===== src/fzoa_pkg.sv =====
// ----------------------------------------------------------------------------
// fzoa_pkg
// Shared types and constants for the fuzzy obstacle avoidance controller.
// ----------------------------------------------------------------------------
`default_nettype none

package fzoa_pkg;

	localparam int SensorW = 10;
	localparam int MemW    = 11;            // membership 0..1024 in Q10
	localparam int SpeedW  = 12;
	localparam int MemFrac = 10;
	localparam int SpdFrac = 8;

	localparam logic [MemW-1:0] MemOne = MemW'(1 << MemFrac);

	// Register indexes on the configuration port.
	localparam logic [1:0] REG_FAR_FLAT_END    = 2'd0;
	localparam logic [1:0] REG_FAR_END         = 2'd1;
	localparam logic [1:0] REG_NEAR_START      = 2'd2;
	localparam logic [1:0] REG_NEAR_FLAT_START = 2'd3;

	typedef enum logic [1:0] {
		MEM_ZERO,
		MEM_FRAC,
		MEM_ONE
	} mem_kind_t;

	typedef struct packed {
		logic [SensorW-1:0] far_flat_end;
		logic [SensorW-1:0] far_end;
		logic [SensorW-1:0] near_start;
		logic [SensorW-1:0] near_flat_start;
	} cfg_t;

	typedef struct packed {
		mem_kind_t          kind;
		logic [SensorW-1:0] num;
		logic [SensorW-1:0] den;
	} mem_class_t;

endpackage

`default_nettype wire


===== src/fzoa_div.sv =====
// ----------------------------------------------------------------------------
// fzoa_div
// Pipelined restoring divider, one quotient bit per stage, with sideband.
// ----------------------------------------------------------------------------
`default_nettype none

module fzoa_div #(
	parameter int NW = 21,
	parameter int DW = 10,
	parameter int QB = 11,
	parameter int SW = 2
) (
	input  wire logic          clk,
	input  wire logic          arst_n,
	input  wire logic          en,
	input  wire logic          in_valid,
	input  wire logic [NW-1:0] num,
	input  wire logic [DW-1:0] den,
	input  wire logic [SW-1:0] side,
	output logic               out_valid,
	output logic [QB-1:0]      quo,
	output logic [SW-1:0]      side_out
);

	localparam int TW = (NW > DW + QB) ? NW : DW + QB;

	logic          vld_s  [QB+1];
	logic [NW-1:0] rem_s  [QB+1];
	logic [DW-1:0] den_s  [QB+1];
	logic [QB-1:0] quo_s  [QB+1];
	logic [SW-1:0] side_s [QB+1];

	assign vld_s[0]  = in_valid;
	assign rem_s[0]  = num;
	assign den_s[0]  = den;
	assign quo_s[0]  = '0;
	assign side_s[0] = side;

	for (genvar k = 0; k < QB; k++) begin : g_stage
		logic [TW-1:0] trial;
		logic          take;

		// Stage k decides quotient bit QB-1-k.
		always_comb begin
			trial = TW'(den_s[k]) << (QB - 1 - k);
			take  = TW'(rem_s[k]) >= trial;
		end

		always_ff @(posedge clk or negedge arst_n) begin
			if (!arst_n) begin
				vld_s[k+1] <= 1'b0;
			end else if (en) begin
				vld_s[k+1] <= vld_s[k];
			end
		end

		always_ff @(posedge clk) begin
			if (en) begin
				rem_s[k+1]  <= take ? rem_s[k] - trial[NW-1:0] : rem_s[k];
				den_s[k+1]  <= den_s[k];
				quo_s[k+1]  <= {quo_s[k][QB-2:0], take};
				side_s[k+1] <= side_s[k];
			end
		end
	end

	assign out_valid = vld_s[QB];
	assign quo       = quo_s[QB];
	assign side_out  = side_s[QB];

endmodule

`default_nettype wire


===== src/fzoa_fuzzify.sv =====
// ----------------------------------------------------------------------------
// fzoa_fuzzify
// Side maxima, trapezoid memberships and the rule base.
// ----------------------------------------------------------------------------
`default_nettype none

module fzoa_fuzzify
	import fzoa_pkg::*;
(
	input  wire logic                     clk,
	input  wire logic                     arst_n,
	input  wire logic                     en,
	input  wire logic                     in_valid,
	input  wire logic [5:0][SensorW-1:0]  sensors,
	input  wire cfg_t                     cfg,
	output logic                          out_valid,
	output logic [MemW-1:0]               dec_l,
	output logic [MemW-1:0]               inc_l,
	output logic [MemW-1:0]               inc_r
);

	logic               vld_s1, vld_s2, vld_s3;
	logic [SensorW-1:0] left_s1, right_s1;
	mem_class_t         cls_s2 [4];     // far left, near left, far right, near right
	mem_class_t         cls_c  [4];
	logic [SensorW-1:0] lmax, rmax;
	logic [3:0]         dvld;
	logic [MemW-1:0]    dquo [4];
	logic [1:0]         dkind [4];
	logic [MemW-1:0]    mem [4];
	logic [MemW-1:0]    dec_s3, incl_s3, incr_s3;

	function automatic logic [SensorW-1:0] max3(input logic [SensorW-1:0] a,
			input logic [SensorW-1:0] b, input logic [SensorW-1:0] c);
		logic [SensorW-1:0] m;
		m = (a > b) ? a : b;
		return (m > c) ? m : c;
	endfunction

	function automatic mem_class_t far_class(input logic [SensorW-1:0] v, input cfg_t c);
		mem_class_t r;
		r = '{kind: MEM_ONE, num: '0, den: SensorW'(1)};
		if (v > c.far_end) begin
			r.kind = MEM_ZERO;
		end else if (v > c.far_flat_end) begin
			r.kind = MEM_FRAC;
			r.num  = c.far_end - v;
			r.den  = c.far_end - c.far_flat_end;
		end
		return r;
	endfunction

	function automatic mem_class_t near_class(input logic [SensorW-1:0] v, input cfg_t c);
		mem_class_t r;
		r = '{kind: MEM_ONE, num: '0, den: SensorW'(1)};
		if (v < c.near_start) begin
			r.kind = MEM_ZERO;
		end else if (v < c.near_flat_start) begin
			r.kind = MEM_FRAC;
			r.num  = v - c.near_start;
			r.den  = c.near_flat_start - c.near_start;
		end
		return r;
	endfunction

	function automatic logic [MemW-1:0] mmin(input logic [MemW-1:0] a, input logic [MemW-1:0] b);
		return (a < b) ? a : b;
	endfunction

	function automatic logic [MemW-1:0] mmax(input logic [MemW-1:0] a, input logic [MemW-1:0] b);
		return (a < b) ? b : a;
	endfunction

	always_comb begin
		lmax     = max3(sensors[0], sensors[1], sensors[2]);
		rmax     = max3(sensors[3], sensors[4], sensors[5]);
		cls_c[0] = far_class(left_s1, cfg);
		cls_c[1] = near_class(left_s1, cfg);
		cls_c[2] = far_class(right_s1, cfg);
		cls_c[3] = near_class(right_s1, cfg);
	end

	always_ff @(posedge clk or negedge arst_n) begin
		if (!arst_n) begin
			vld_s1 <= 1'b0;
			vld_s2 <= 1'b0;
		end else if (en) begin
			vld_s1 <= in_valid;
			vld_s2 <= vld_s1;
		end
	end

	always_ff @(posedge clk) begin
		if (en) begin
			left_s1  <= lmax;
			right_s1 <= rmax;
			for (int i = 0; i < 4; i++) begin
				cls_s2[i] <= cls_c[i];
			end
		end
	end

	// The rounded ratio is taken as half of a quotient with one extra bit.
	for (genvar i = 0; i < 4; i++) begin : g_mem
		fzoa_div #(
			.NW(SensorW + MemFrac + 1),
			.DW(SensorW),
			.QB(MemFrac + 1),
			.SW(2)
		) u_div (
			.clk       (clk),
			.arst_n    (arst_n),
			.en        (en),
			.in_valid  (vld_s2),
			.num       ({cls_s2[i].num, (MemFrac + 1)'(0)}),
			.den       (cls_s2[i].den),
			.side      (cls_s2[i].kind),
			.out_valid (dvld[i]),
			.quo       (dquo[i]),
			.side_out  (dkind[i])
		);

		logic [MemW:0] rounded;

		always_comb begin
			rounded = ({1'b0, dquo[i]} + (MemW + 1)'(1)) >> 1;
			case (mem_kind_t'(dkind[i]))
				MEM_ZERO: mem[i] = '0;
				MEM_FRAC: mem[i] = rounded[MemW-1:0];
				MEM_ONE:  mem[i] = MemOne;
				default:  mem[i] = '0;
			endcase
		end
	end

	always_ff @(posedge clk or negedge arst_n) begin
		if (!arst_n) begin
			vld_s3 <= 1'b0;
		end else if (en) begin
			vld_s3 <= &dvld;
		end
	end

	always_ff @(posedge clk) begin
		if (en) begin
			incl_s3 <= mmin(mem[0], mem[2]);
			dec_s3  <= mmax(mmin(mem[3], mem[0]), mmin(mem[1], mem[3]));
			incr_s3 <= mmax(mmin(mem[1], mem[2]), mmin(mem[0], mem[2]));
		end
	end

	assign out_valid = vld_s3;
	assign dec_l     = dec_s3;
	assign inc_l     = incl_s3;
	assign inc_r     = incr_s3;

endmodule

`default_nettype wire


===== config.mk =====
export PLATFORM = sky130hd
export DESIGN_NAME = fzoa_fuzzify
export DESIGN_NICKNAME = d
export VERILOG_FILES = /design/src/fzoa_pkg.sv /design/src/fzoa_div.sv /design/src/fzoa_fuzzify.sv
export SDC_FILE = /design/constraint.sdc
export NUM_CORES = 2
export LEC_CHECK = 0
export BUFFER_PORTS_ARGS = -buffer_cell sky130_fd_sc_hd__buf_2
export CAP_MARGIN = 20
export CORE_MARGIN = 1.5
export CORE_UTILIZATION = 45
export CTS_BUF_LIST = sky130_fd_sc_hd__clkbuf_8
export DETAILED_ROUTE_END_ITERATION = 10
export GPL_TIMING_DRIVEN = 0
export PLACE_DENSITY = 0.7
export REMOVE_ABC_BUFFERS = 1
export SETUP_SLACK_MARGIN = 0.5
export SLEW_MARGIN = 40
export SYNTH_ARGS = -nofsm -noshare
export SYNTH_HDL_FRONTEND = slang
export SYNTH_SLANG_ARGS = --single-unit

===== constraint.sdc =====
create_clock -name clk -period 6.5 [get_ports clk]
set_input_delay 0.975 -clock clk [delete_from_list [all_inputs] [get_ports clk]]
set_output_delay 0.975 -clock clk [all_outputs]
set_load 0.02 [all_outputs]

==> results.txt <==
----------------------------------------------------
[Run status]
  Status ... finished clean

[Critical path]
  CP Data Required Time ... 7.16 ns
  Category of the worst setup path capture point ... flip-flop
  Largest driver fanout on the critical path ... 17
  Sort of element at the start of the critical path ... flip-flop
  Crit path DAT ... 6.35 ns
  Start-to-end type of the worst setup path ... flip-flop to flip-flop

[Timing]
  Final critical-path required period ... 5.69 ns
  Sum Neg Setup Slack ... 0 ns
  Number of hold violations in the final report ... 0
  Remaining max-slew budget at the tightest pin ... 42.6%
  Setup repair after global routing missed its margin ... false
  Final worst path period share ... 87.5%
  Clk_skew ... 0.0675 ns
  Finish-stage setup viols ... 0
  Peak Freq ... 176 MHz
  Number of pins with negative max-slew slack in the final report ... 0
  Transition time at the pin with the least slew margin ... 0.849 ns

[Yosys]
  Summed instance area of the synthesized netlist ... 81,000 um2
  Yosys top cell area share ... 56.1%
  Avg Synthesized Cell Area ... 11.6 um2
  Synth area leaders ... sky130_fd_sc_hd__edfxtp_1, sky130_fd_sc_hd__ha_1, sky130_fd_sc_hd__inv_1, sky130_fd_sc_hd__o21ai_0, sky130_fd_sc_hd__nand2_1
  Most used flip-flop cell after synthesis ... sky130_fd_sc_hd__edfxtp_1
  Cells after synthesis ... 6,974
  Library cell with the largest summed area after synthesis ... sky130_fd_sc_hd__edfxtp_1
  Yosys warns ... 0
  Count of flip-flops with a built-in enable after synthesis ... 1,513
  Flop and latch count out of synthesis ... 1,527
  Share of synthesized area occupied by flip-flops and latches ... 56.6%
  Cell variety after synth ... 88
  Share of flip-flops with an asynchronous set or reset ... 0.917%

[GRT]
  Maximum number of pins on one net before global-route repair ... 123
  Initial antenna violation count ... 3
  Overall routing resource usage ... 15.3%
  Aggregate global routing overflow ... 0
  Global-route wire length before repair ... 232,000 um
  Vias in the first global route ... 50,248

[Clock network]
  Clock-pin slew on the worst setup and hold paths ... 0.06 ns
  TritonCTS Sinks ... 1,527
  Number of buffers created by CTS ... 235
  Clock tree from TritonCTS ... built
  Cell chosen for the clock root ... sky130_fd_sc_hd__clkbuf_8
  H-tree depth ... 4
  Largest buffer count on any clock path ... 3
  Clk Latency, worst-skew pair ... 0.97 ns

[Route]
  Via count ... 50,478
  Routed wire length per instance ... 14.3 um
  Vias per cell ... 5.13
  Total iterations of the first detailed-routing run ... 5
  Remaining number of nets flagged by the antenna check after routing ... 0
  Routed wire length ... 140,000 um
  First-iteration detailed-routing DRC count ... 2,850
  DR DRC count ... 0

[Power]
  Combinational share of power ... 28.8%
  Switching power as a share of total power ... 31.2%
  Share of power burned in registers ... 46.2%
  Leak pwr ... 36.3 nW
  Switching power ... 9.91 mW
  Power per cell area ... 354 nW/um2
  Internal power of the cells ... 21.9 mW
  Maximum resistive drop on vdd ... 0.188 mV
  Clk network pwr share ... 25.0%

[Placed design]
  Buffers on Ports ... 137
  Post-detailed-placement half-perimeter wirelength ... 106,000 um
  Weighted congestion at the end of routability-driven global placement ... 0.887
  Placed insts ... 9,405

[Finish]
  Layout overhead on the synthesized area ... 10.9%
  Filler Cell Count ... 15,059
  Number of non-filler instances in the completed layout ... 9,841
  Fraction of final layout cells sized beyond drive strength 1 ... 8.78%
  Final #Nets ... 8,073

[Floorplan]
  Num ports ... 138
  Std-Cell Core Area ... 179,000 um2
  Height of the die ... 427 um
  Initial standard-cell utilization of the core ... 45.3%
  Number of rows created at floorplan ... 155
  Total die area ... 182,000 um2
  Width of the die ... 427 um

[Worst hold path]
  Path class of the lowest-slack min-delay path ... input pin to flip-flop

[Job]
  Max Cap Viol ... 0

----------------------------------------------------
cell type report:
type	instances	area, um2	area share (%)
sequential	1527	45800	51.0
multi-input combinational	4477	31700	35.3
inverter	870	3270	3.64
clock buffer	237	3260	3.63
tap	2355	2950	3.28
clock inverter	192	1500	1.67
timing repair buffer	180	1290	1.43
antenna	3	7.51	0.00836
Yosys cell counts (15+ instances only):
library cell,number
sky130_fd_sc_hd__nor3_1,155
sky130_fd_sc_hd__nand2b_1,111
sky130_fd_sc_hd__edfxtp_1,1513
sky130_fd_sc_hd__or4_1,15
sky130_fd_sc_hd__and3_1,34
sky130_fd_sc_hd__or3_1,38
sky130_fd_sc_hd__nor4_1,60
sky130_fd_sc_hd__inv_1,869
sky130_fd_sc_hd__nand2_1,541
sky130_fd_sc_hd__clkbuf_1,89
sky130_fd_sc_hd__a31oi_1,30
sky130_fd_sc_hd__nor2b_1,138
sky130_fd_sc_hd__xnor2_1,214
sky130_fd_sc_hd__ha_1,632
sky130_fd_sc_hd__o31ai_1,103
sky130_fd_sc_hd__a21boi_0,99
sky130_fd_sc_hd__mux2i_1,32
sky130_fd_sc_hd__o21a_1,58
sky130_fd_sc_hd__a21o_1,153
sky130_fd_sc_hd__nor2_1,474
sky130_fd_sc_hd__xor2_1,187
sky130_fd_sc_hd__a211oi_1,36
sky130_fd_sc_hd__and2_1,27
sky130_fd_sc_hd__nand3_1,122
sky130_fd_sc_hd__o21ai_0,477
sky130_fd_sc_hd__a21oi_1,295
sky130_fd_sc_hd__mux2_2,103
sky130_fd_sc_hd__fa_1,46
sky130_fd_sc_hd__nand4_1,70
per-stage QoR:
step	setup slack [ns]	area [um2]	power [mW]	hold WS (ns)	util, %
detailed placement	0.403	84900	23.9	0.405	47.5
global placement	-19.72	84200	23.9	0.401	47.1
floorplan	1.22	80600	21.6	0.400	-
finish	0.813	89800	31.8	0.277	50.3
global route	0.509	89800	33.9	0.206	50.3
CTS	0.516	89700	32.0	0.143	50.2
power groups by stage:
stage	Combinational (mW)	Clock, mW	Sequential [mW]
floorplan	7.10	0	14.5
finish	9.16	7.95	14.7
CTS	9.13	8.22	14.7
global route	10.4	8.62	14.9
global placement	8.64	0	15.2
detailed placement	9.07	0	14.9
cells in the final DEF, fill, tap and decap left out, types with 21 or more instances in the layout:
cell type,n
sky130_fd_sc_hd__nor4_1,59
sky130_fd_sc_hd__a21o_1,153
sky130_fd_sc_hd__inv_1,939
sky130_fd_sc_hd__ha_1,632
sky130_fd_sc_hd__a21oi_1,294
sky130_fd_sc_hd__mux2i_1,31
sky130_fd_sc_hd__clkinv_2,26
sky130_fd_sc_hd__nor2b_1,137
sky130_fd_sc_hd__edfxtp_1,1513
sky130_fd_sc_hd__nand3_1,122
sky130_fd_sc_hd__a31oi_1,29
sky130_fd_sc_hd__and3_1,34
sky130_fd_sc_hd__o31ai_1,103
sky130_fd_sc_hd__a21boi_0,99
sky130_fd_sc_hd__mux2_2,103
sky130_fd_sc_hd__xor2_1,187
sky130_fd_sc_hd__o21a_1,58
sky130_fd_sc_hd__a211oi_1,32
sky130_fd_sc_hd__nand2_1,541
sky130_fd_sc_hd__nand4_1,70
sky130_fd_sc_hd__o21ai_0,477
sky130_fd_sc_hd__nor2_1,465
sky130_fd_sc_hd__xnor2_1,214
sky130_fd_sc_hd__clkinv_1,57
sky130_fd_sc_hd__and2_1,27
sky130_fd_sc_hd__nand2b_1,109
sky130_fd_sc_hd__nor3_1,152
sky130_fd_sc_hd__bufinv_16,21
sky130_fd_sc_hd__buf_2,154
sky130_fd_sc_hd__clkbuf_8,237
sky130_fd_sc_hd__or3_1,38
sky130_fd_sc_hd__fa_1,46
logic make-up (layout without fill, tap and decap cells):
| logic type | Yosys count | count (layout) | share of synthesized area, % |
|---|---|---|---|
| compound gates | 1398 | 1398 | 10.7 |
| xor+xnor | 401 | 401 | 4.34 |
| fa+ha+maj | 682 | 682 | 11.0 |
| buf+inv | 970 | 1479 | 4.53 |
| flops | 1527 | 1527 | 56.6 |
| mux | 137 | 137 | 1.87 |
| other cells | 0 | 3 | 0 |
| simple gates | 1859 | 1859 | 11.0 |
sequential cells by signal, summed over array words and instances, names as in the netlist, 8 cells and up:
name and count:
g_mem.u_div.rem_s 620, g_mem.u_div.side_out 8, inc_r 11, g_mem.u_div.quo 44
g_mem.u_div.side_s 80, cls_s2 88, g_mem.u_div.vld_s 10, right_s1 10
g_mem.u_div.quo_s 220, g_mem.u_div.den_s 400, left_s1 10, inc_l 11
dec_l 11
critical path, stage by stage, from the launching register on:
cell                        delay (ns)
sky130_fd_sc_hd__edfxtp_1         0.35
sky130_fd_sc_hd__inv_1            0.05
sky130_fd_sc_hd__ha_1             0.32
sky130_fd_sc_hd__nand2b_1         0.38
sky130_fd_sc_hd__nor2_1           0.44
sky130_fd_sc_hd__ha_1             0.32
sky130_fd_sc_hd__nor2b_1          0.13
sky130_fd_sc_hd__a2111oi_0        0.40
sky130_fd_sc_hd__o21ai_0          0.21
sky130_fd_sc_hd__a211oi_1         0.29
sky130_fd_sc_hd__o21ai_2          0.28
sky130_fd_sc_hd__nor3_1           0.27
sky130_fd_sc_hd__nor2_1           0.11
sky130_fd_sc_hd__ha_1             0.30
sky130_fd_sc_hd__a21o_1           0.19
sky130_fd_sc_hd__a21o_1           0.18
sky130_fd_sc_hd__a21oi_1          0.14
sky130_fd_sc_hd__o21ai_0          0.09
sky130_fd_sc_hd__nand3_1          0.08
sky130_fd_sc_hd__nand2_1          0.13
sky130_fd_sc_hd__nor2_4           0.32
sky130_fd_sc_hd__a31o_2           0.30
sky130_fd_sc_hd__a21oi_1          0.13
routing by layer:
metal / GRT usage, % / part of all wire, % / vias to the layer above / wire (um)
li1: - / - / 25726 / -
met2: 27.2 / 49 / 962 / 68300
met4: 6.63 / 3.6 / 0 / 5020
met1: 18.1 / 44 / 23432 / 61400
met5: 0 / 0 / - / 0
met3: 2.72 / 3.9 / 358 / 5480
path summary, 6_finish.rpt:
kind / slack, ns / cells past startpoint / endpoint / startpoint
worst max-delay path: 0.81 / 22 / dec_l[3] / g_mem[1].u_div.side_out[0]
worst min-delay path: 0.28 / 2 / vld_s1 / in_valid
worst max register to register: 0.81 / 22 / dec_l[3] / g_mem[1].u_div.side_out[0]
worst min register to register: 0.36 / 0 / g_mem[2].u_div.quo_s[38] / g_mem[2].u_div.quo_s[48]
max in group asynchronous: 5.81 / 2 / g_mem[2].u_div.vld_s[6] / arst_n
min in group asynchronous: 0.45 / 2 / g_mem[1].u_div.vld_s[2] / arst_n
repair_timing:
action,in CTS,in global routing
hold buffers,1,0
setup buffers,0,1
setup endpoints to repair,10,20
resized for setup,2,6
endpoints found under the hold margin,14,0
pin swaps,0,1
(Power assumes the default switching activity.)
